File: src/rtl/ipe24_pkg.sv
// Shared types and constants of the indexed palette expander.
package ipe24_pkg;

   // Transaction kinds on the request channel (carried in tuser).
   localparam logic OP_PALETTE = 1'b0;
   localparam logic OP_DATA    = 1'b1;

   // Pixel depth codes of the pixel_mode register.
   localparam logic [1:0] MODE_1BPP = 2'd0;
   localparam logic [1:0] MODE_4BPP = 2'd1;
   localparam logic [1:0] MODE_8BPP = 2'd2;

   // Register indexes; register i sits at byte address 4*i.
   localparam logic [1:0] REG_PIXEL_MODE   = 2'd0;
   localparam logic [1:0] REG_ROW_WIDTH    = 2'd1;
   localparam logic [1:0] REG_IMAGE_HEIGHT = 2'd2;

   localparam int CSR_ADDR_W  = 4;
   localparam int CSR_DATA_W  = 32;
   localparam int DIM_W       = 13;
   localparam int ROW_CNT_W   = 12;
   localparam int MAX_HEIGHT  = 4096;
   localparam int RGB_W       = 24;
   localparam int BYTE_W      = 8;

   typedef struct packed {
      logic last_of_byte;
      logic row_end;
      logic frame_end;
   } pix_flags_type;

   // One pixel lookup issued by the unpacker.
   typedef struct packed {
      logic                valid;
      logic [BYTE_W-1:0]   pix;
      pix_flags_type       flags;
   } lookup_req_type;

   // One expanded pixel; rgb holds red in the high byte, blue in the low byte.
   typedef struct packed {
      logic [RGB_W-1:0] rgb;
      pix_flags_type    flags;
   } pixel_type;

endpackage

File: src/rtl/ipe24_unpack.sv
// Byte holding stage that splits a packed byte into pixel indices and tracks row and column.
module ipe24_unpack #(
   parameter int COL_W = 12
) (
   input  logic                              clock,
   input  logic                              reset,
   input  logic                              load,
   input  logic [ipe24_pkg::BYTE_W-1:0]      data_byte,
   input  logic [1:0]                        pixel_mode,
   input  logic [COL_W-1:0]                  width_m1,
   input  logic [ipe24_pkg::ROW_CNT_W-1:0]   height_m1,
   input  logic                              advance,
   output logic                              ready,
   output ipe24_pkg::lookup_req_type         lookup
);

   logic                              busy_ff;
   logic [ipe24_pkg::BYTE_W-1:0]      shift_ff, shift_in;
   logic [2:0]                        pos_ff;
   logic [2:0]                        per_byte_m1;
   logic [COL_W-1:0]                  col_ff;
   logic [ipe24_pkg::ROW_CNT_W-1:0]   row_ff;
   logic                              issue;
   logic                              rend, fend, last;
   logic [ipe24_pkg::BYTE_W-1:0]      pix;

   always_comb begin
      case (pixel_mode)
         ipe24_pkg::MODE_1BPP: begin
            pix         = ipe24_pkg::BYTE_W'(shift_ff[7]);
            per_byte_m1 = 3'd7;
            shift_in    = shift_ff << 1;
         end
         ipe24_pkg::MODE_4BPP: begin
            pix         = ipe24_pkg::BYTE_W'(shift_ff[7:4]);
            per_byte_m1 = 3'd1;
            shift_in    = shift_ff << 4;
         end
         default: begin
            pix         = shift_ff;
            per_byte_m1 = 3'd0;
            shift_in    = shift_ff;
         end
      endcase
   end

   assign issue = busy_ff && advance;
   assign rend  = (col_ff >= width_m1);
   assign fend  = rend && (row_ff >= height_m1);
   assign last  = rend || (pos_ff == per_byte_m1);
   assign ready = !busy_ff || (issue && last);

   assign lookup.valid              = issue;
   assign lookup.pix                = pix;
   assign lookup.flags.last_of_byte = last;
   assign lookup.flags.row_end      = rend;
   assign lookup.flags.frame_end    = fend;

   always_ff @(posedge clock) begin
      if (reset) begin
         busy_ff <= 1'b0;
         pos_ff  <= '0;
         col_ff  <= '0;
         row_ff  <= '0;
      end else begin
         if (load) begin
            busy_ff <= 1'b1;
            pos_ff  <= '0;
         end else if (issue && last) begin
            busy_ff <= 1'b0;
         end else if (issue) begin
            pos_ff <= pos_ff + 3'd1;
         end
         if (issue) begin
            if (rend) begin
               col_ff <= '0;
               row_ff <= fend ? '0 : row_ff + ipe24_pkg::ROW_CNT_W'(1);
            end else begin
               col_ff <= col_ff + COL_W'(1);
            end
         end
      end
   end

   // Payload register, no reset needed.
   always_ff @(posedge clock) begin
      if (load) begin
         shift_ff <= data_byte;
      end else if (issue) begin
         shift_ff <= shift_in;
      end
   end

   a_row_end_drops_rest: assert property (@(posedge clock) disable iff (reset)
      issue && rend |=> !busy_ff || $past(load))
      else $error("pixels kept after the end of a row");

   a_pos_in_range: assert property (@(posedge clock) disable iff (reset)
      busy_ff |-> pos_ff <= per_byte_m1)
      else $error("pixel position past the end of the byte");

endmodule

File: config.mk
export PLATFORM = sky130hd
export DESIGN_NAME = ipe24_unpack
export DESIGN_NICKNAME = d
export VERILOG_FILES = /design/src/rtl/ipe24_pkg.sv /design/src/rtl/ipe24_unpack.sv
export SDC_FILE = /design/constraint.sdc
export NUM_CORES = 1
export LEC_CHECK = 0
export BUFFER_PORTS_ARGS = -buffer_cell sky130_fd_sc_hd__buf_2
export CAP_MARGIN = 20
export CORE_ASPECT_RATIO = 0.5
export CORE_UTILIZATION = 50
export DETAILED_ROUTE_END_ITERATION = 8
export HOLD_SLACK_MARGIN = 0.06
export PLACE_DENSITY_LB_ADDON = 0.15
export RECOVER_POWER = 100
export SLEW_MARGIN = 20
export SYNTH_ARGS = -nofsm -noshare
export SYNTH_HDL_FRONTEND = slang
export SYNTH_SLANG_ARGS = --single-unit
File: constraint.sdc
create_clock -name clock -period 2.1 [get_ports clock]
set_input_delay 0.42 -clock clock [delete_from_list [all_inputs] [get_ports clock]]
set_output_delay 0.42 -clock clock [all_outputs]
set_load 0.02 [all_outputs]
# ---- Yosys cells after proc, flatten, opt, wreduce, memory -nomap -nowiden
# Cells that the tools add are included.
dict set report word_totals {
  ff_bits 36
  latchBits 0
  ramBits 0
  mem_bits_ro 0
  inputBits 38
  output_inout_bits 13
  word_cells 36
  memories 0
}
dict set report classes {
  add_sub_neg 3
  mul 0
  n_div 0
  order_cmp 2
  n_eq_ne 2
  shift 0
  muxes 9
  n_bitwise 1
  reduce_logical 14
}
# op n
set op_table {}
lappend op_table {{8-bit one-hot mux with 2 select lines} 2}
lappend op_table {{12-bit by 1-bit adder with 12-bit output, second input constant} 2}
lappend op_table {{12-bit >= comparator} 2}
lappend op_table {{12-bit 2-to-1 mux} 2}
lappend op_table {{8-bit 2-to-1 mux} 2}
lappend op_table {{3-bit one-hot mux with 2 select lines} 1}
lappend op_table {{2-bit AND reduction} 3}
lappend op_table {{2-bit nonzero test} 2}
lappend op_table {{3-bit by 1-bit adder with 3-bit output, second input constant} 1}
lappend op_table {{3-bit == test} 1}
lappend op_table {{1-bit logical AND} 3}
lappend op_table {{3-bit nonzero test} 1}
lappend op_table {{2-bit by 1-bit == test with 1-bit output, second input constant} 1}
lappend op_table {{2-bit logical NOT} 1}
lappend op_table {{1-bit logical OR} 2}
lappend op_table {{1-bit 2-to-1 mux} 2}
lappend op_table {{2-bit OR reduction} 1}
lappend op_table {{1-bit logical NOT} 1}
lappend op_table {{1-bit NOT} 1}

# ---- Depth between registers and ports, before layout
dict set report depth {
  word_depth 7
  mapped_depth 9
  mapped_depth_nobuf 9
}

# ---- Worst setup path before layout
# No wires, ideal clock.
dict set report synth_path {
  kind {input-to-output}
  from {input port width_m1[2]}
  to {output port ready}
  arrival_ps 1767
  required_time_ps 1680
  slack_ps -87
  cell_stages 8
  n_path_buf 0
  path_cell_list {inv_1 -> ha_1 -> a211oi_2 -> o21ai_2 -> a211oi_4 -> o211ai_1 -> nand2_1 -> nand2_1}
}
dict set report synth_via {
  elab_chain_cells 4
}
# element line
set synth_lines {}
lappend synth_lines {{start, declared} ipe24_unpack.sv:10} ;# input logic [COL_W-1:0] width_m1,
lappend synth_lines {{12-bit >= comparator} ipe24_unpack.sv:48} ;# assign rend = (col_ff >= width_m1);
lappend synth_lines {{1-bit logical OR} ipe24_unpack.sv:50} ;# assign last = rend || (pos_ff == per_byte_m1);
lappend synth_lines {{net last} ipe24_unpack.sv:24} ;# logic rend, fend, last;
lappend synth_lines {{1-bit logical AND} ipe24_unpack.sv:51} ;# assign ready = !busy_ff || (issue && last);
lappend synth_lines {{1-bit logical OR} ipe24_unpack.sv:51}
lappend synth_lines {{end, declared} ipe24_unpack.sv:13} ;# output logic ready,
# The timed path passes the listed nets, and every way through them passes these cells.

==> impl_metrics.tcl <==
set metrics [dict create \
    cts_tree "done" \
    core.rowCount 17 \
    cts_max_level 2 \
    critPathCaptureType "primary output" \
    cts_buffers 5 \
    syn_area_um2 2480 \
    ctsLongestPathBuffers 2 \
    initial_utilization_pct 54.3 \
    grtUsageTotal_pct 22.3 \
    violations "negative setup slack" \
    syn_to_final_growth_pct 31.8 \
    ios 51 \
    fin_hold_ws_ps 381 \
    min_from "advance" \
    post-synth-top-count-cell "nor2_1" \
    antenna_found_initial 0 \
    worstPathRequired_ps 1680 \
    grt.overflow.total 0 \
    rsz0062_at_grt "yes" \
    drtPass1Iterations 4 \
    max_freq_mhz 425 \
    startpoint "col_ff[2]" \
    chipHeight_um 51.8 \
    crit_fanout 4 \
    syn-num-nets 361 \
    synth_common_cells "32 x nor2_1, 31 x nand2_1, 28 x dfxtp_1, 28 x inv_1, 27 x ha_1" \
    arrival_ps 1930 \
    peakVddDrop_mv 0.265 \
    path_clk_slew_ps 70 \
    synth-seq-area-share_pct 32.2 \
    drive_above_1_share_pct 33.0 \
    post-route-cell-area_um2 3270 \
    coreArea_um2 4570 \
    avgRoutedWirePerCell_um 12.7 \
    synth_area_leaders "dfxtp_1 23%, ha_1 14%, edfxtp_1 9.7%" \
    yosys.area.top_type "dfxtp_1" \
    cap_viol_max_count 0 \
    grt_pass1_wl_mm 9.10 \
    syn_inst 296 \
    placed_area_um2 2920 \
    cts.sinks 36 \
    routed_via_density 5.31 \
    relSlewSlack_pct 51.2 \
    routed_wl_mm 5.60 \
    ant_nets 0 \
    synth.distinct_cells 45 \
    ys_warn_count 0 \
    async_reset_ff_share_pct 0 \
    grt_max_degree 21 \
    die_w_um 102 \
    ys.flop_type "dfxtp_1" \
    vias 2332 \
    nets 437 \
    fin_crit_sh_pct 112 \
    netlist.area_leader.share_pct 22.6 \
    diodes 0 \
    hpwl_mm 4.14 \
    p_per_area_nw_per_um2 489 \
    io_buffers 50 \
    power.leakage_nw 1.48 \
    setup_ws_ps -253 \
    clock_latency_ps 290 \
    place_congestion 0.794 \
    r2r_start "row_ff[1]" \
    totalPowerFinal_mw 1.60 \
    hold_path.class "in2reg" \
    fin_crit_ps 2350 \
    clk_root_buffer_cell "clkbuf_8" \
    avgSynthCellArea_um2 8.39 \
    critPathKind "reg2out" \
    drc_errors 0 \
    ys_seq_elements 36 \
    status "finished, violations left" \
    setup_viol 4 \
    die-area_um2 5270 \
    skew_ps 2.35 \
    final_hold_viol_count 0 \
    worst_pin_slew_ps 732 \
    grt_pass1_vias 2238 \
    slew_viol_final 0 \
    critPathLaunchType "flip-flop" \
    drt-initial-drc-count 64 \
    synth_edf_count 8 \
]
[placed cells by master (no fill, tap or decap), types with 9 or more instances in the layout]
master    count
ha_1         20
buf_2        37
inv_1        28
o21ai_0      17
dfxtp_1      19
buf_4        27
nor2_1       26
a22o_1       13
nand2_1      30
xor2_1        9
clkbuf_1     11
[worst paths after layout]
| kind | end | slack [ps] | cells past startpoint |
|---|---|---|---|
| setup reg to reg | row_ff[10] | 10 | 11 |
| setup / recovery | lookup[0] | -250 | 8 |
| hold reg to reg | col_ff[6] | 530 | 2 |
| hold / removal | busy_ff | 380 | 2 |
[routing by layer]
| metal | routed length [um] | GRT usage [%] | up-vias |
|---|---|---|---|
| met1 | 2610 | 25.5 | 1096 |
| met5 | 0 | 0 | - |
| met2 | 2720 | 42.5 | 49 |
| li1 | - | - | 1180 |
| met3 | 220 | 4.97 | 7 |
| met4 | 49 | 5.80 | 0 |
[timing repair]
action	4_1_cts	5_1_grt
gates resized for setup	18	33
hold buffers	0	0
setup endpoints to repair	4	16
pin swaps	7	28
setup buffers	8	5
[stage by stage]
stage          util (%)  cells  TNS [ps]  worst slack, ps
6_report           71.6    439      -987             -253
5_1_grt            71.6    439     -2350             -370
4_1_cts            68.7    437     -1080             -252
3_5_place_dp       63.8    421     -2500             -215
3_3_place_gp       63.8    421     -2040             -180
2_1_floorplan         -    296         0             22.5
[worst max-delay path, cell delays in order, from the launching register on]
cell and delay (ps):
dfxtp_2 330, ha_4 210, a211oi_2 230, o21ai_2 100, a211oi_4 280, buf_4 160
o21a_4 160, nor2_4 40, buf_6 120
[final cells by class]
type | instances | area [um2]
inverters | 30 | 115
flip-flops and latches | 36 | 815
multi-input cells | 217 | 1640
clock buffers | 6 | 72.6
well taps | 66 | 82.6
fillers | 383 | 1300
clock inverters | 2 | 35.0
repair buffers | 82 | 515
[cells by family (layout without fill, tap and decap cells)]
logic type	after synthesis	in the layout	share of synthesized area (%)
AOI/OAI and AO/OA	62	62	18.3
xor gates and xnor gates	13	13	4.58
adders and majority gates	27	27	13.6
buffers and inverters	43	120	7.76
DFF	36	36	32.2
muxes	7	7	2.87
and+or+nand+nor	108	108	20.6
[flip-flops by register name (all words and copies together), names as in the netlist]
name and count:
busy_ff 1, col_ff 12, pos_ff 3, row_ff 12
shift_ff 8
[report_power, final]
part	leakage [nW]	total (mW)	internal, mW	switching, mW
clock network	0.0552	0.605	0.352	0.253
registers	0.312	0.748	0.730	0.0177
logic	1.12	0.249	0.109	0.140
total	1.48	1.60	1.19	0.411
Power figures use the tool's default switching activity.
