[src/rtl/ipe24_pkg.sv]
// Shared types and constants of the indexed palette expander.
package ipe24_pkg;

   // Transaction kinds on the request channel (carried in tuser).
   localparam logic OP_PALETTE = 1'b0;
   localparam logic OP_DATA    = 1'b1;

   // Pixel depth codes of the pixel_mode register.
   localparam logic [1:0] MODE_1BPP = 2'd0;
   localparam logic [1:0] MODE_4BPP = 2'd1;
   localparam logic [1:0] MODE_8BPP = 2'd2;

   // Register indexes; register i sits at byte address 4*i.
   localparam logic [1:0] REG_PIXEL_MODE   = 2'd0;
   localparam logic [1:0] REG_ROW_WIDTH    = 2'd1;
   localparam logic [1:0] REG_IMAGE_HEIGHT = 2'd2;

   localparam int CSR_ADDR_W  = 4;
   localparam int CSR_DATA_W  = 32;
   localparam int DIM_W       = 13;
   localparam int ROW_CNT_W   = 12;
   localparam int MAX_HEIGHT  = 4096;
   localparam int RGB_W       = 24;
   localparam int BYTE_W      = 8;

   typedef struct packed {
      logic last_of_byte;
      logic row_end;
      logic frame_end;
   } pix_flags_type;

   // One pixel lookup issued by the unpacker.
   typedef struct packed {
      logic                valid;
      logic [BYTE_W-1:0]   pix;
      pix_flags_type       flags;
   } lookup_req_type;

   // One expanded pixel; rgb holds red in the high byte, blue in the low byte.
   typedef struct packed {
      logic [RGB_W-1:0] rgb;
      pix_flags_type    flags;
   } pixel_type;

endpackage

[src/rtl/ipe24_csr.sv]
// Configuration registers of the palette expander with their derived row and column limits.
module ipe24_csr #(
   parameter int MAX_ROW_WIDTH = 4096,
   parameter int COL_W         = 12
) (
   input  logic                                clock,
   input  logic                                reset,
   input  logic                                csr_psel,
   input  logic                                csr_penable,
   input  logic                                csr_pwrite,
   input  logic [ipe24_pkg::CSR_ADDR_W-1:0]    csr_paddr,
   input  logic [ipe24_pkg::CSR_DATA_W-1:0]    csr_pwdata,
   output logic [ipe24_pkg::CSR_DATA_W-1:0]    csr_prdata,
   output logic                                csr_pready,
   output logic [1:0]                          pixel_mode,
   output logic [COL_W-1:0]                    width_m1,
   output logic [ipe24_pkg::ROW_CNT_W-1:0]     height_m1
);

   localparam int LW = ((COL_W > ipe24_pkg::DIM_W) ? COL_W : ipe24_pkg::DIM_W) + 1;

   logic [1:0]                       pixel_mode_ff;
   logic [ipe24_pkg::DIM_W-1:0]      row_width_ff;
   logic [ipe24_pkg::DIM_W-1:0]      image_height_ff;
   logic [COL_W-1:0]                 width_m1_ff, width_m1_in;
   logic [ipe24_pkg::ROW_CNT_W-1:0]  height_m1_ff, height_m1_in;
   logic [1:0]                       reg_index;
   logic                             wr_en;
   logic [LW-1:0]                    w_ext;
   logic [ipe24_pkg::DIM_W-1:0]      h_val;

   assign csr_pready = 1'b1;
   assign reg_index  = csr_paddr[3:2];
   assign wr_en      = csr_psel && csr_penable && csr_pwrite && csr_pready;

   // Zero counts as one; values above the maximum saturate.
   always_comb begin
      w_ext = LW'(csr_pwdata[ipe24_pkg::DIM_W-1:0]);
      if (w_ext == '0) begin
         width_m1_in = '0;
      end else if (w_ext > LW'(MAX_ROW_WIDTH)) begin
         width_m1_in = COL_W'(MAX_ROW_WIDTH - 1);
      end else begin
         width_m1_in = COL_W'(w_ext - LW'(1));
      end
   end

   always_comb begin
      h_val = csr_pwdata[ipe24_pkg::DIM_W-1:0];
      if (h_val == '0) begin
         height_m1_in = '0;
      end else if (h_val > ipe24_pkg::DIM_W'(ipe24_pkg::MAX_HEIGHT)) begin
         height_m1_in = ipe24_pkg::ROW_CNT_W'(ipe24_pkg::MAX_HEIGHT - 1);
      end else begin
         height_m1_in = ipe24_pkg::ROW_CNT_W'(h_val - ipe24_pkg::DIM_W'(1));
      end
   end

   always_ff @(posedge clock) begin
      if (reset) begin
         pixel_mode_ff   <= ipe24_pkg::MODE_8BPP;
         row_width_ff    <= ipe24_pkg::DIM_W'(1);
         image_height_ff <= ipe24_pkg::DIM_W'(1);
         width_m1_ff     <= '0;
         height_m1_ff    <= '0;
      end else if (wr_en) begin
         case (reg_index)
            ipe24_pkg::REG_PIXEL_MODE: begin
               pixel_mode_ff <= csr_pwdata[1:0];
            end
            ipe24_pkg::REG_ROW_WIDTH: begin
               row_width_ff <= csr_pwdata[ipe24_pkg::DIM_W-1:0];
               width_m1_ff  <= width_m1_in;
            end
            ipe24_pkg::REG_IMAGE_HEIGHT: begin
               image_height_ff <= csr_pwdata[ipe24_pkg::DIM_W-1:0];
               height_m1_ff    <= height_m1_in;
            end
            default: begin
            end
         endcase
      end
   end

   always_comb begin
      case (reg_index)
         ipe24_pkg::REG_PIXEL_MODE:   csr_prdata = ipe24_pkg::CSR_DATA_W'(pixel_mode_ff);
         ipe24_pkg::REG_ROW_WIDTH:    csr_prdata = ipe24_pkg::CSR_DATA_W'(row_width_ff);
         ipe24_pkg::REG_IMAGE_HEIGHT: csr_prdata = ipe24_pkg::CSR_DATA_W'(image_height_ff);
         default:                     csr_prdata = '0;
      endcase
   end

   assign pixel_mode = pixel_mode_ff;
   assign width_m1   = width_m1_ff;
   assign height_m1  = height_m1_ff;

endmodule

[config.mk]
export PLATFORM = sky130hd
export DESIGN_NAME = ipe24_csr
export DESIGN_NICKNAME = d
export VERILOG_FILES = /design/src/rtl/ipe24_pkg.sv /design/src/rtl/ipe24_csr.sv
export SDC_FILE = /design/constraint.sdc
export NUM_CORES = 1
export LEC_CHECK = 0
export CAP_MARGIN = 20
export CORE_MARGIN = 4
export CORE_UTILIZATION = 45
export DETAILED_ROUTE_END_ITERATION = 16
export DONT_BUFFER_PORTS = 1
export GPL_ROUTABILITY_DRIVEN = 1
export PLACE_DENSITY_LB_ADDON = 0.05
export SYNTH_ARGS = -nofsm -noshare
export SYNTH_HDL_FRONTEND = slang
export SYNTH_SLANG_ARGS = --single-unit
[constraint.sdc]
create_clock -name clock -period 2.5 [get_ports clock]
set_input_delay 0.25 -clock clock [delete_from_list [all_inputs] [get_ports clock]]
set_output_delay 0.25 -clock clock [all_outputs]
set_load 0.02 [all_outputs]
Word-level counts from Yosys, hierarchy flattened
Cells that the tools add are included.
- register bits: 52
- output and inout bits: 59
- word-level logic and storage cells: 23
- $add $sub $neg: 2
- $lt $le $gt $ge: 2
- equal/unequal tests: 2
- mux-type cells: 5
- reductions and logical operators: 7
- operator list (kind ; count):
    12-bit 2-to-1 mux ; 4
    13-bit one-hot mux with 3 select lines ; 1
    13-bit greater-than comparator, second input constant ; 2
    12-bit by 1-bit subtractor with 12-bit output, second input constant ; 2
    13-bit logical NOT ; 1
    2-bit AND reduction ; 3
    2-bit by 1-bit equality test with 1-bit output, second input constant ; 1
    2-bit equality test, second input constant ; 1
    1-bit logical AND ; 2
    2-bit logical NOT ; 1

Depth between registers and ports, before layout
- depth after elaboration: 3
- gate-level depth with buffers: 8
- gate-level depth less buffers: 7

Worst setup path before layout
OpenSTA, ideal clock, no wires.
- kind: input port to flip-flop
- start point: input port csr_pwdata[5] (netlist name)
- end point: register height_m1_ff (netlist bit height_m1[0])
- library setup time: 0.129 ns
- arrival: 2.012 ns
- required time: 2.371 ns
- setup slack: 0.360 ns
- cell stages on the path: 7
- path buffers: 2
- cell sequence: clkbuf_2 > or4_4 > buf_6 > or4_4 > maj3_2 > nor2_1 > nor3_1
- longest elaborated chain between the ends: 3
- elaborated cells between the ends (all ways): 4
- classes of those cells: 1 x order compare; 2 x mux; 1 x reduce/logical
- ends and longest elaborated chain (element ; RTL line ; RTL):
    start: declaration ; ipe24_csr.sv:12 ; input logic [ipe24_pkg::CSR_DATA_W-1:0] csr_pwdata,
    13-bit greater-than comparator ; ipe24_csr.sv:52 ; end else if (h_val > ipe24_pkg::DIM_W'(ipe24_pkg::MAX_HEIGHT)) begin
    12-bit 2-to-1 mux ; ipe24_csr.sv:52 ;
    12-bit 2-to-1 mux (*) ; ipe24_csr.sv:50 ; if (h_val == '0) begin
    end signal: assignment ; ipe24_csr.sv:77 ; height_m1_ff <= height_m1_in;
    end: declaration ; ipe24_csr.sv:26 ; logic [ipe24_pkg::ROW_CNT_W-1:0] height_m1_ff, height_m1_in;
Every way passes the cells marked *; elsewhere a longest branch is shown, timed or not.
A chain may end at the register's enable or synchronous reset.

Worst setup path in the final report
- start point: input port csr_pwdata[0] (netlist name)
- end point: register height_m1_ff (netlist bit height_m1[10])
- longest elaborated chain between the ends: 3
- elaborated cells between the ends (all ways): 5
- classes of those cells: 1 x add/sub; 1 x order compare; 2 x mux; 1 x reduce/logical
- ends and longest elaborated chain (element ; RTL line):
    12-bit by 1-bit subtractor with 12-bit output or 13-bit greater-than comparator (tied branches) ; ipe24_csr.sv:55, ipe24_csr.sv:52
    12-bit 2-to-1 mux ; ipe24_csr.sv:52
    12-bit 2-to-1 mux (*) ; ipe24_csr.sv:50
Marked as above.

==> reports/results.env <==
OUTCOME='complete, no violations'
GRT_PASS1_VIAS=1912
MULTI_INPUT_COMB_AREA_UM2=1340
YOSYS.CELL_TYPES.COUNT=46
GLOBAL_ROUTE.USAGE.TOTAL_PCT=18.4
CTSROOTBUFFERMASTER='sky130_fd_sc_hd__clkbuf_8'
PLACE_HPWL_UM=4350
FINAL_CELLS=385
CTS-ROOT-TO-SINK-BUFFERS=2
SYNTH.FF_LATCH_COUNT=52
FINAL_PERIOD_MINUS_WORST_SETUP_SLACK_NS=1.89
WORST_PATH_MAX_DELAY_CELL='sky130_fd_sc_hd__or4b_2'
HOLDCRITPATHCLASS='in -> reg'
FLOORPLAN.DIE_AREA_UM2=7040
POST_DRT_WL_PER_CELL_UM=17.0
PLACE.PORT_BUFFERS=0
TOTAL_POWER_CONSUMPTION_OF_THE_ROUTED_DESIGN_mW=1.57
DRIVE_ABOVE_1_SHARE_PCT=8.63
TIMING.SETUP.CRITICAL_PATH_CLASS='in -> reg'
IOPINCOUNT=100
FINALSETUPVIOLATIONS=0
SYNTH_FLOP_CELL='sky130_fd_sc_hd__dfxtp_1'
TIMING.CRITICAL_PATH.BUF_INV=1
SEQ_AREA_FRAC_SYNTH_PCT=40.1
POSTSYNTHCELLCOUNT=322
CRITPATHLAUNCHTYPE='input port'
CTS-RESIZED-GATES=0
SETUP_REPAIR_BUFS_AFTER_CTS=0
WORST_IR_DROP_VDD_mV=0.252
SYNTHTOLAYOUTAREAGROWTH_PCT=4.29
GRT_MAX_DEGREE=30
CLK_TRANSITION_REPORTED_PATHS_NS=0.09
TRITONCTS_NUM_SINKS=52
CPLARGESTDELAYFAMILY='simple AND/OR/NAND/NOR gates'
TOTALNEGATIVESETUPSLACK_NS=0
CTS_TREE='done'
SYNTH_ASYNC_SR_FLOP_SHARE_PCT=0
DETAILEDROUTE.FIRSTPASSITERATIONCOUNT=4
R2R.WORST_PATH.CELLS=2
MAX_SLEW.WORST_PIN.SLEW_NS=0.683
GRT_FIRST_PASS_WIRELENGTH_UM=10400
WORST-PATH-STAGES=7
P_PER_AREA_nW_PER_UM2=581
DPL_CELL_AREA_UM2=2530
POST_SYNTH.CELL_AREA_AVG_UM2=8.06
DR_TOTAL_VIAS=2092
POSTROUTEWIRELENGTH_UM=6560
POST_DETAILED_ROUTE_COUNT_OF_ANTENNA_VIOLATING_NETS=0
DETAIL_ROUTE.ITER0.VIOLATIONS=115
FINALWEIGHTEDCONGESTION=0.857
VIASPERCELL=5.43
PLACEABLECOREAREA_UM2=5540
CTS-BUFFERS-INSERTED=5
CTS.HOLD.BUFFERS_ADDED=4
FIN_WORST_SKEW_NS=0
CRITICAL_PATH_PEAK_FANOUT=5
ANTENNADIODECOUNT=0
DIEWIDTH_UM=83.9
CRITICAL-PATH-MAX-STAGE-DELAY_NS=0.69
FILLERS=574
SEQCELLAREA_UM2=1040
INSERTION_DELAY_NS=0.29
WORSTPATHCELLLIST='inv_1, ha_1, or4b_2, nor3b_1, a21oi_1, o31ai_1, o21ai_0'
WORST_EP_ARRIVAL_TIME_NS=2.07
SYNTHESIS.AREA_UM2=2590
HTREE_NUM_LEVELS=2
DRC_ERRORS=0
LEAKAGE_nW=0.945
SLEW_HEADROOM_PCT=54.3
GRT_ANTENNA_BEFORE_REPAIR=0
FIN_NETS=355
POST-ROUTE-PERIOD-UTIL_PCT=75.6
PLACEDCELLCOUNT=371
FINALINSTANCEAREA_UM2=2710
YOSYS_WARNINGS=0
NUMBER_OF_ENABLE_FLIP_FLOP_CELLS_AFTER_SYNTHESIS=0
GRT_SETUP_UNREPAIRED='false'
INITIAL_CORE_UTIL_PCT=46.8
ENDPOINT_KIND='flop'
GRT-OVFL-TOTAL=0
FINAL_HOLD_VIOL_COUNT=0
MAXCAPVIOLATIONS=0
FP.DIEH_UM=83.9
CP.REQUIRED_NS=2.68
MAX_FREQ_MHz=529
ROWS=27
FINAL_MAX_SLEW_VIOL_COUNT=0
HOLD_PATH_DEPTH=1
## final timing paths
check	startpoint	endpoint	slack, ns
worst max-delay path	csr_pwdata[0]	height_m1[10]	0.61
worst min-delay path	reset	width_m1[1]	0.01
worst max register to register	width_m1[4]	width_m1[4]	1.65
worst min register to register	image_height_ff[9]	image_height_ff[9]	0.46
## area by class of cell
type	count	area share [%]
clock buffers	5	2.54
clock inverters	3	1.57
inverters	6	0.833
multi-input cells	236	49.6
flip-flops and latches	52	38.5
well taps	72	3.33
repair buffers	11	3.61
## layout by cell type, fill, tap and decap left out, types with 2 or more instances in the layout
| cell type | instances |
|---|---|
| sky130_fd_sc_hd__o41ai_1 | 2 |
| sky130_fd_sc_hd__nand2_1 | 62 |
| sky130_fd_sc_hd__dfxtp_1 | 52 |
| sky130_fd_sc_hd__nand4_2 | 2 |
| sky130_fd_sc_hd__conb_1 | 20 |
| sky130_fd_sc_hd__inv_1 | 5 |
| sky130_fd_sc_hd__maj3_2 | 2 |
| sky130_fd_sc_hd__nor3b_2 | 2 |
| sky130_fd_sc_hd__a211oi_1 | 14 |
| sky130_fd_sc_hd__or3_1 | 3 |
| sky130_fd_sc_hd__buf_4 | 5 |
| sky130_fd_sc_hd__a22oi_1 | 2 |
| sky130_fd_sc_hd__a22o_1 | 11 |
| sky130_fd_sc_hd__o211ai_1 | 5 |
| sky130_fd_sc_hd__nor3b_1 | 2 |
| sky130_fd_sc_hd__nor3_1 | 5 |
| sky130_fd_sc_hd__nor2_1 | 23 |
| sky130_fd_sc_hd__ha_1 | 2 |
| sky130_fd_sc_hd__dlygate4sd3_1 | 6 |
| sky130_fd_sc_hd__a21oi_1 | 30 |
| sky130_fd_sc_hd__o21ai_0 | 11 |
| sky130_fd_sc_hd__nor2b_1 | 2 |
| sky130_fd_sc_hd__mux2i_1 | 3 |
| sky130_fd_sc_hd__clkbuf_8 | 5 |
| sky130_fd_sc_hd__nand3_1 | 7 |
| sky130_fd_sc_hd__or4_4 | 3 |
| sky130_fd_sc_hd__xnor2_1 | 4 |
| sky130_fd_sc_hd__o31ai_1 | 3 |
## routing by layer
metal  global-route usage [%]  share of wire, %  routed length, um
met5                        0                 0                  0
met1                     25.1                44               2920
met3                     5.43               8.9                585
met2                     28.0                46               2990
met4                     5.56              0.93                 61
## sequential cells by signal, summed over array words and instances, names as in the netlist
register         flops
image_height_ff     13
row_width_ff        13
height_m1           12
width_m1            12
pixel_mode           2
## power breakdown
part	leakage [nW]	total, mW	switching, mW	internal [mW]
registers	0.420	0.861	0.0189	0.842
clock network	0.0541	0.569	0.273	0.296
logic	0.471	0.141	0.0975	0.0435
total	0.945	1.57	0.389	1.18
## cell usage after synthesis (3+ instances only)
master / number / area, um^2
sky130_fd_sc_hd__a22o_1: 11 / 96.3
sky130_fd_sc_hd__clkbuf_1: 22 / 82.6
sky130_fd_sc_hd__mux2i_1: 3 / 30.0
sky130_fd_sc_hd__xnor2_1: 4 / 35.0
sky130_fd_sc_hd__nand2_1: 62 / 233
sky130_fd_sc_hd__nand3_1: 7 / 35.0
sky130_fd_sc_hd__buf_4: 20 / 150
sky130_fd_sc_hd__or3_1: 3 / 18.8
sky130_fd_sc_hd__nor2_1: 23 / 86.3
sky130_fd_sc_hd__or4_4: 3 / 33.8
sky130_fd_sc_hd__a21oi_1: 30 / 150
sky130_fd_sc_hd__nor3b_1: 4 / 30.0
sky130_fd_sc_hd__a211oi_1: 14 / 105
sky130_fd_sc_hd__o21ai_0: 11 / 55.1
sky130_fd_sc_hd__inv_1: 5 / 18.8
sky130_fd_sc_hd__o31ai_1: 3 / 22.5
sky130_fd_sc_hd__nor3_1: 5 / 25.0
sky130_fd_sc_hd__dfxtp_1: 52 / 1040
sky130_fd_sc_hd__o211ai_1: 5 / 37.5
## metrics by stage
| stage | hold WS [ns] | setup WS (ns) | util (%) |
|---|---|---|---|
| 2_1_floorplan | 0.386 | 0.360 | - |
| 3_3_place_gp | 0.327 | 0.323 | 45.7 |
| 3_5_place_dp | 0.327 | 0.307 | 45.7 |
| 4_1_cts | 0.0000662 | 0.615 | 48.5 |
| 5_1_grt | 0.000565 | 0.519 | 48.8 |
| 6_report | 0.0140 | 0.609 | 48.8 |
## cell families after synthesis
logic type               Yosys count  share of synthesized area (%)
other                              2                          0.290
buffers and inverters             52                           11.1
flip-flops                        52                           40.1
adder cells (fa/ha/maj)            5                           2.22
multiplexers                       3                           1.16
AO/OA/AOI/OAI                     83                           20.8
AND/OR/NAND/NOR                  120                           22.6
XOR/XNOR                           5                           1.69
Power figures use the tool's default switching activity.
