===== src/rtl/ipe24_pkg.sv =====
// Shared types and constants of the indexed palette expander.
package ipe24_pkg;

   // Transaction kinds on the request channel (carried in tuser).
   localparam logic OP_PALETTE = 1'b0;
   localparam logic OP_DATA    = 1'b1;

   // Pixel depth codes of the pixel_mode register.
   localparam logic [1:0] MODE_1BPP = 2'd0;
   localparam logic [1:0] MODE_4BPP = 2'd1;
   localparam logic [1:0] MODE_8BPP = 2'd2;

   // Register indexes; register i sits at byte address 4*i.
   localparam logic [1:0] REG_PIXEL_MODE   = 2'd0;
   localparam logic [1:0] REG_ROW_WIDTH    = 2'd1;
   localparam logic [1:0] REG_IMAGE_HEIGHT = 2'd2;

   localparam int CSR_ADDR_W  = 4;
   localparam int CSR_DATA_W  = 32;
   localparam int DIM_W       = 13;
   localparam int ROW_CNT_W   = 12;
   localparam int MAX_HEIGHT  = 4096;
   localparam int RGB_W       = 24;
   localparam int BYTE_W      = 8;

   typedef struct packed {
      logic last_of_byte;
      logic row_end;
      logic frame_end;
   } pix_flags_type;

   // One pixel lookup issued by the unpacker.
   typedef struct packed {
      logic                valid;
      logic [BYTE_W-1:0]   pix;
      pix_flags_type       flags;
   } lookup_req_type;

   // One expanded pixel; rgb holds red in the high byte, blue in the low byte.
   typedef struct packed {
      logic [RGB_W-1:0] rgb;
      pix_flags_type    flags;
   } pixel_type;

endpackage


===== src/rtl/ipe24_out_skid.sv =====
// Two-entry output register that decouples the result channel from the lookup stage.
module ipe24_out_skid (
   input  logic                   clock,
   input  logic                   reset,
   input  logic                   in_valid,
   input  ipe24_pkg::pixel_type   in_pixel,
   output logic                   in_ready,
   output logic                   out_valid,
   output ipe24_pkg::pixel_type   out_pixel,
   input  logic                   out_ready
);

   logic                 main_valid_ff;
   logic                 skid_valid_ff;
   ipe24_pkg::pixel_type main_ff;
   ipe24_pkg::pixel_type skid_ff;
   logic                 take_in;
   logic                 main_free;

   assign in_ready  = !skid_valid_ff;
   assign take_in   = in_valid && in_ready;
   assign main_free = !main_valid_ff || out_ready;

   always_ff @(posedge clock) begin
      if (reset) begin
         main_valid_ff <= 1'b0;
         skid_valid_ff <= 1'b0;
      end else if (main_free) begin
         if (skid_valid_ff) begin
            main_valid_ff <= 1'b1;
            skid_valid_ff <= 1'b0;
         end else begin
            main_valid_ff <= take_in;
         end
      end else if (take_in) begin
         skid_valid_ff <= 1'b1;
      end
   end

   always_ff @(posedge clock) begin
      if (main_free) begin
         main_ff <= skid_valid_ff ? skid_ff : in_pixel;
      end else if (take_in) begin
         skid_ff <= in_pixel;
      end
   end

   assign out_valid = main_valid_ff;
   assign out_pixel = main_ff;

   a_skid_behind_main: assert property (@(posedge clock) disable iff (reset)
      skid_valid_ff |-> main_valid_ff)
      else $error("skid entry filled while the output register is empty");

endmodule


===== config.mk =====
export PLATFORM = sky130hd
export DESIGN_NAME = ipe24_out_skid
export DESIGN_NICKNAME = d
export VERILOG_FILES = /design/src/rtl/ipe24_pkg.sv /design/src/rtl/ipe24_out_skid.sv
export SDC_FILE = /design/constraint.sdc
export NUM_CORES = 1
export LEC_CHECK = 0
export BUFFER_PORTS_ARGS = -buffer_cell sky130_fd_sc_hd__buf_4
export CAP_MARGIN = 25
export CELL_PAD_IN_SITES_DETAIL_PLACEMENT = 1
export CELL_PAD_IN_SITES_GLOBAL_PLACEMENT = 1
export CORE_UTILIZATION = 35
export DETAILED_ROUTE_END_ITERATION = 7
export PLACE_DENSITY = 0.72
export SYNTH_ARGS = -nofsm -noshare
export SYNTH_HDL_FRONTEND = slang
export SYNTH_SLANG_ARGS = --single-unit
export TNS_END_PERCENT = 10

===== constraint.sdc =====
create_clock -name clock -period 12 [get_ports clock]
set_clock_uncertainty 0.1 [all_clocks]
set_input_delay 2.4 -clock clock [delete_from_list [all_inputs] [get_ports clock]]
set_output_delay 2.4 -clock clock [all_outputs]
set_load 0.05 [all_outputs]

## After elaboration in Yosys (flattened, before gate mapping)

Cells that the tools add are included.

| word-level totals | value |
|---|---|
| register bits after elaboration | 56 |
| bits of input ports | 31 |
| output and inout port bits | 29 |

| cells by class | value |
|---|---|
| mux-type cells | 2 |
| bitwise operators | 1 |
| reduce and logical (&&, ||, !) cells | 6 |

Operator list:

| kind | count |
|---|---|
| 27-bit two-way mux | 1 |
| 1-bit zero test | 2 |
| 2-bit AND reduction | 1 |
| 2-bit OR reduction | 1 |
| 1-bit logical AND | 1 |
| 1-bit logical OR | 1 |
| 1-bit two-way mux | 1 |
| 1-bit NOT | 1 |

## Depth between registers and ports, before layout

Gate-level depths: netlist of run 1.

| depth | value |
|---|---|
| word-level depth | 4 |
| mapped depth | 3 |
| mapped depth without buffers | 2 |

## Worst setup path before layout of run 1

No wires, ideal clock.

| timing path | value |
|---|---|
| path type | in2reg |
| from | input out_ready |
| to | register skid_ff[0] (netlist name) (enable) |
| setup time | 0.451 ns |
| arrival time | 5.235 ns |
| required time | 11.449 ns |
| setup slack | 6.214 ns |
| stages on the path | 2 |
| path buffers | 0 |
| cell sequence | nand2b_1 -> nor3b_1 |

| on the way | value |
|---|---|
| cells in the longest elaborated chain, start to end | 3 |

RTL lines:

| element | line | RTL |
|---|---|---|
| start, declared | ipe24_out_skid.sv:10 | `input logic out_ready` |
| 1-bit logical OR | ipe24_out_skid.sv:22 | `assign main_free = !main_valid_ff \|\| out_ready;` |
| 1-bit NOT (no source line) | - |  |
| 2-bit AND reduction (no source line) | - |  |
| end signal, assigned | ipe24_out_skid.sv:44 | `skid_ff <= in_pixel;` |
| end, declared | ipe24_out_skid.sv:16 | `ipe24_pkg::pixel_type skid_ff;` |

No other way between the ends.
A chain may end at the register's enable or synchronous reset.

## Worst setup path in the final report of run 1

| timing path | value |
|---|---|
| from | register skid_valid_ff |
| to | output in_ready |

| on the way | value |
|---|---|
| cells in the longest elaborated chain, start to end | 1 |

RTL lines:

| element | line | RTL |
|---|---|---|
| start, declared | ipe24_out_skid.sv:14 | `logic skid_valid_ff;` |
| start signal, assigned | ipe24_out_skid.sv:27 | `skid_valid_ff <= 1'b0;` |
| start signal, assigned | ipe24_out_skid.sv:31 | `skid_valid_ff <= 1'b0;` |
| start signal, assigned | ipe24_out_skid.sv:36 | `skid_valid_ff <= 1'b1;` |
| 1-bit zero test | ipe24_out_skid.sv:20 | `assign in_ready = !skid_valid_ff;` |
| end, declared | ipe24_out_skid.sv:7 | `output logic in_ready,` |

No other way between the ends.

==> results of run 1 <==
## layout make-up
type | instances | area (um^2) | share of cell area (%)
Clock buffer | 6 | 72.6 | 2.62
Clock inverter | 2 | 35.0 | 1.26
Inverter | 1 | 3.75 | 0.135
Multi-Input combinational cell | 32 | 440 | 15.9
Sequential cell | 56 | 1660 | 59.9
Tap cell | 75 | 93.8 | 3.38
Timing Repair Buffer | 62 | 465 | 16.8
## cell usage after synthesis
library cell  count  area [um^2]
dfxtp_1           2         40.0
nand2b_1          1         6.26
a21oi_1           1         5.00
nor2_2            1         6.26
nor3_1            1         5.00
nor3b_1           1         7.51
edfxtp_1         54         1620
inv_1             1         3.75
mux2_4           27          405
buf_6             3         33.8
## critical path, delay by kind of cell, from the launching register on
kind	cells	cell delay, ns
buf+inv	3	0.72
flops	1	0.33
## per-layer routing
layer | GRT usage, % | vias up | routed length [um]
li1 | - | 488 | -
met3 | 4.32 | 7 | 232
met1 | 14.8 | 517 | 1480
met5 | 0 | - | 0
met4 | 5.18 | 0 | 72
met2 | 19.0 | 42 | 1760
## where the power goes
part / switching, mW / internal, mW
Clock: 0.0564 / 0.0620
Sequential: 0.00287 / 0.225
Combinational: 0.0372 / 0.0236
## per-stage QoR
stage / power [mW] / cell area, um^2 / setup WS, ns
final: 0.407 / 2770 / 8.12
after global routing: 0.421 / 2770 / 8.03
after CTS: 0.412 / 2770 / 8.08
after detailed placement: 0.294 / 2670 / 8.03
after global placement: 0.293 / 2670 / 8.10
after floorplan: 0.271 / 2130 / 6.21
## worst min-delay path by stage
stage / startpoint / end / cells past startpoint
CTS: skid_ff[12]$_DFFE_PP_ / out_pixel[12]$_DFFE_PP_ / 1
global placement: skid_ff[9]$_DFFE_PP_ / out_pixel[9]$_DFFE_PP_ / 1
detailed placement: skid_ff[7]$_DFFE_PP_ / out_pixel[7]$_DFFE_PP_ / 1
floorplan: skid_ff[0]$_DFFE_PP_ / out_pixel[0]$_DFFE_PP_ / 1
finish: skid_ff[12]$_DFFE_PP_ / out_pixel[12]$_DFFE_PP_ / 1
global route: skid_ff[8]$_DFFE_PP_ / out_pixel[8]$_DFFE_PP_ / 1
## sequential cells by signal (all words and copies together), names as in the netlist
register	flops
out_pixel	27
out_valid	1
skid_ff	27
skid_valid_ff	1
## cell families after synthesis
kind of cell	synth area share (%)
and+or+nand+nor	1.17
AOI/OAI and AO/OA	0.234
buffers and inverters	1.76
DFF	77.8
muxes	19.0
==> impl_metrics.env, run 1 <==
export IMPL_status="complete, no violations"
export IMPL_vias=1054
export IMPL_grt_max_degree=31
export IMPL_cts_max_level=2
export IMPL_layout_min_cycle_time_ns=3.88
export IMPL_cts_clk_slew_worst_paths_ns=0.10
export IMPL_placed_cells=226
export IMPL_drt_pass1_iter_count=4
export IMPL_leakage_nw=1.09
export IMPL_fmax_ghz=0.257
export IMPL_grt_overflow=0
export IMPL_drv_cap=0
export IMPL_fin_nets=189
export IMPL_finalWirelength_mm=3.55
export IMPL_drive_above_1_share_pct=62.3
export IMPL_ant_nets=0
export IMPL_reg2reg_to="skid_ff[16]$_DFFE_PP_"
export IMPL_r2r_setup_slack_ns=10.30
export IMPL_rows=28
export IMPL_area_growth_pct=30.0
export IMPL_cp_max_fo=30
export IMPL_die_area_um2=6420
export IMPL_finalWeightedCongestion=0.695
export IMPL_dieHeight_um=80.1
export IMPL_clock_latency_ns=0.30
export IMPL_port_buffer_count=59
export IMPL_grtUsageTotal_pct=12.0
export IMPL_endpoint_kind="output pin"
export IMPL_crit_path_top_delay_cell="buf_4"
export IMPL_crit_required_ns=9.50
export IMPL_worst_pin_slew_ns=0.533
export IMPL_root_buffer="clkbuf_8"
export IMPL_cts_resized=0
export IMPL_cp_endpoint="in_ready"
export IMPL_yosysWarningCount=0
export IMPL_dr_first_iter_drc_count=92
export IMPL_fin_cells=234
export IMPL_tns_ns=0
export IMPL_ios=60
export IMPL_maxSlewHeadroom_pct=64.5
export IMPL_worstPathCellList="buf_4 > inv_1 > buf_4"
export IMPL_fp_dieW_um=80.1
export IMPL_timing_rr_start="out_valid$_SDFFE_PP0P_"
export IMPL_coreArea_um2=5890
export IMPL_routed_via_density=4.50
export IMPL_cpMostUsedCell="buf_4"
export IMPL_report_final_slew_viol_count=0
export IMPL_cts_hold_buf=0
export IMPL_grt_pass1_wl_mm=5.48
export IMPL_layout_filler_cells=568
export IMPL_holdWs_ns=0.445
export IMPL_worst_hold_path_type="reg -> reg"
export IMPL_netlist_area_um2=2130
export IMPL_synth_cell_types=10
export IMPL_tritoncts="built"
export IMPL_arrival_ns=1.38
export IMPL_finish_utilization_pct=47.1
export IMPL_cts_buffers=5
export IMPL_yosysSeqAreaShare_pct=77.8
export IMPL_reg2reg_depth=4
export IMPL_n_antenna_cell=0
export IMPL_syn_nets=123
export IMPL_antenna_found_initial=0
export IMPL_drc=0
export IMPL_power_density_nw_per_um2=147
export IMPL_final_cell_mix="buf_4 (62), edfxtp_1 (54), mux2_4 (27)"
export IMPL_setup_viol=0
export IMPL_max_stage_delay_ns=0.44
export IMPL_peakVddDrop_mv=0.0652
export IMPL_criticalPathCategory="reg -> out"
export IMPL_grt_pass1_vias=1100
export IMPL_final_common_cell="buf_4"
export IMPL_rsz0062_at_grt="no"
export IMPL_synth_area_per_cell_um2=23.2
export IMPL_syn_inst=92
export IMPL_post_drt_wl_per_cell_um=15.2
export IMPL_clkSinkCount=56
export IMPL_final_hold_violation_count=0
export IMPL_clockBufferDepth=2
export IMPL_start_kind="flip-flop"
export IMPL_initial_core_util_pct=36.3
export IMPL_startpoint="skid_valid_ff$_SDFFE_PP0P_"
export IMPL_post_cts_buffers=0
export IMPL_synth_seq_cells=56
export IMPL_fin_crit_sh_pct=32.4
Note: power is estimated with default switching activity, not from simulation.
==> inputs of run 2 (changes only) <==
--- a/config.mk
+++ b/config.mk
@@ -11,7 +11,7 @@
 export CELL_PAD_IN_SITES_GLOBAL_PLACEMENT = 1
 export CORE_UTILIZATION = 35
 export DETAILED_ROUTE_END_ITERATION = 7
-export PLACE_DENSITY = 0.72
+export PLACE_DENSITY = 0.74
 export SYNTH_ARGS = -nofsm -noshare
 export SYNTH_HDL_FRONTEND = slang
 export SYNTH_SLANG_ARGS = --single-unit
==> constraint.sdc (replaced) <==
create_clock -name clock -period 3.38 [get_ports clock]
set_clock_uncertainty 0.1 [all_clocks]
set_input_delay 0.676 -clock clock [delete_from_list [all_inputs] [get_ports clock]]
set_output_delay 0.676 -clock clock [all_outputs]
set_load 0.05 [all_outputs]
==> impl_metrics.env, run 2 (synthesized netlist as in run 1, its figures left out) <==
export IMPL_grt_overflow=0
export IMPL_seqPwrFrac_pct=58.6
export IMPL_start_kind="flip-flop"
export IMPL_r2r_setup_slack_ns=1.63
export IMPL_reg2reg_depth=2
export IMPL_holdCritStartpoint="reset"
export IMPL_rows=28
export IMPL_report_final_slew_viol_count=0
export IMPL_cp_num_buf_inv=2
export IMPL_criticalPathCategory="reg -> out"
export IMPL_grt_max_degree=30
export IMPL_routed_via_density=4.40
export IMPL_post_drt_wl_per_cell_um=15.4
export IMPL_reg2reg_to="out_pixel[17]$_DFFE_PP_"
export IMPL_final_hold_violation_count=0
export IMPL_grtUsageTotal_pct=11.8
export IMPL_cts_hold_buf=0
export IMPL_dpl_hpwl_mm=2.77
export IMPL_drt_pass1_iter_count=4
export IMPL_endpoint_kind="output pin"
export IMPL_die_area_um2=6420
export IMPL_initial_core_util_pct=36.3
export IMPL_min_to="skid_valid_ff$_SDFFE_PP0P_"
export IMPL_crit_path_top_delay_cell="dfxtp_2"
export IMPL_finalWirelength_mm=3.63
export IMPL_setup_viol=0
export IMPL_finalPower_mw=1.38
export IMPL_clockPowerShare_pct=25.8
export IMPL_post_cts_buffers=0
export IMPL_peakVddDrop_mv=0.222
export IMPL_cts_resized=0
export IMPL_rsz0062_at_grt="no"
export IMPL_ant_nets=0
export IMPL_tritoncts="built"
export IMPL_fin_nets=190
export IMPL_p_switching_uw=352
export IMPL_timing_rr_start="skid_valid_ff$_SDFFE_PP0P_"
export IMPL_port_buffer_count=59
export IMPL_status="complete, no violations"
export IMPL_cts_max_level=2
export IMPL_drive_above_1_share_pct=63.1
export IMPL_dr_first_iter_drc_count=31
export IMPL_tns_ns=0
export IMPL_coreArea_um2=5890
export IMPL_grt_pass1_vias=1086
export IMPL_ios=60
export IMPL_power_density_nw_per_um2=499
export IMPL_antenna_found_initial=0
export IMPL_cts_clk_slew_worst_paths_ns=0.10
export IMPL_dieHeight_um=80.1
export IMPL_final_cell_mix="buf_4 (63), edfxtp_1 (54), mux2_4 (27)"
export IMPL_cpLargestDelayFamily="flip-flops"
export IMPL_leakage_nw=1.09
export IMPL_drv_cap=0
export IMPL_layout_min_cycle_time_ns=2.02
export IMPL_layout_filler_cells=590
export IMPL_cts_buffers=5
export IMPL_clock_latency_ns=0.30
export IMPL_arrival_ns=1.24
export IMPL_clkSinkCount=56
export IMPL_root_buffer="clkbuf_8"
export IMPL_finalWeightedCongestion=0.680
export IMPL_fp_dieW_um=80.1
export IMPL_area_growth_pct=29.8
export IMPL_drc=0
export IMPL_grt_pass1_wl_mm=5.51
export IMPL_fin_crit_sh_pct=59.8
export IMPL_worst_pin_slew_ns=0.498
export IMPL_p_comb_share_pct=15.6
export IMPL_intPower_mw=1.03
export IMPL_vias=1033
export IMPL_final_common_cell="buf_4"
export IMPL_worstPathCellList="inv_1 > buf_4"
export IMPL_n_antenna_cell=0
export IMPL_max_stage_delay_ns=0.66
export IMPL_postLayoutSetupSlackWorst_ns=1.36
export IMPL_switching_share_pct=25.4
export IMPL_maxSlewHeadroom_pct=66.8
export IMPL_hold_depth=2
export IMPL_fmax_ghz=0.495
export IMPL_preCtsSetupSlack_ns=1.48
export IMPL_cp_max_fo=15
export IMPL_crit_required_ns=2.60
export IMPL_worst_hold_path_type="in -> reg"
export IMPL_clockBufferDepth=2
[run 2: power groups by stage]
stage / clock network (mW) / logic (mW) / registers (mW)
6_report: 0.358 / 0.215 / 0.811
5_1_grt: 0.388 / 0.225 / 0.814
4_1_cts: 0.370 / 0.218 / 0.812
3_5_place_dp: 0 / 0.218 / 0.828
3_3_place_gp: 0 / 0.214 / 0.827
2_1_floorplan: 0 / 0.0443 / 0.918
[run 2: worst max path at each step]
stage | slack [ns] | start | to | depth (start not counted)
finish | 1.36 | skid_valid_ff$_SDFFE_PP0P_ | in_ready | 2
global route | 1.29 | skid_valid_ff$_SDFFE_PP0P_ | in_ready | 2
CTS | 1.34 | skid_valid_ff$_SDFFE_PP0P_ | in_ready | 2
detailed placement | 1.48 | out_ready | skid_ff[22]$_DFFE_PP_ | 4
global placement | 1.51 | out_ready | skid_ff[20]$_DFFE_PP_ | 4
floorplan | 0.25 | out_ready | skid_ff[0]$_DFFE_PP_ | 2
[run 2: final cells by class]
| cell class | count | area, um^2 | area share [%] |
|---|---|---|---|
| clock buffer | 5 | 68.8 | 2.48 |
| clock inverter | 3 | 22.5 | 0.813 |
| inverter | 1 | 3.75 | 0.135 |
| multi-input combinational | 32 | 447 | 16.1 |
| sequential | 56 | 1660 | 60.0 |
| tap | 75 | 93.8 | 3.39 |
| timing repair buffer | 63 | 473 | 17.1 |
[run 2: per-layer routing]
layer / global-route usage (%) / vias up / share of wire [%]
li1: - / 491 / -
met1: 13.5 / 499 / 41
met2: 21.6 / 38 / 53
met3: 2.05 / 5 / 4.9
met4: 4.82 / 0 / 1.5
met5: 0 / - / 0
[run 2: metrics by stage]
stage	cells	util, %	cell area (um^2)	hold WS [ns]
final	235	47.1	2770	0.432
after global routing	235	47.1	2770	0.428
after CTS	235	47.1	2770	0.425
after detailed placement	227	45.5	2680	0.435
after global placement	227	45.5	2680	0.431
after floorplan	92	-	2140	0.427
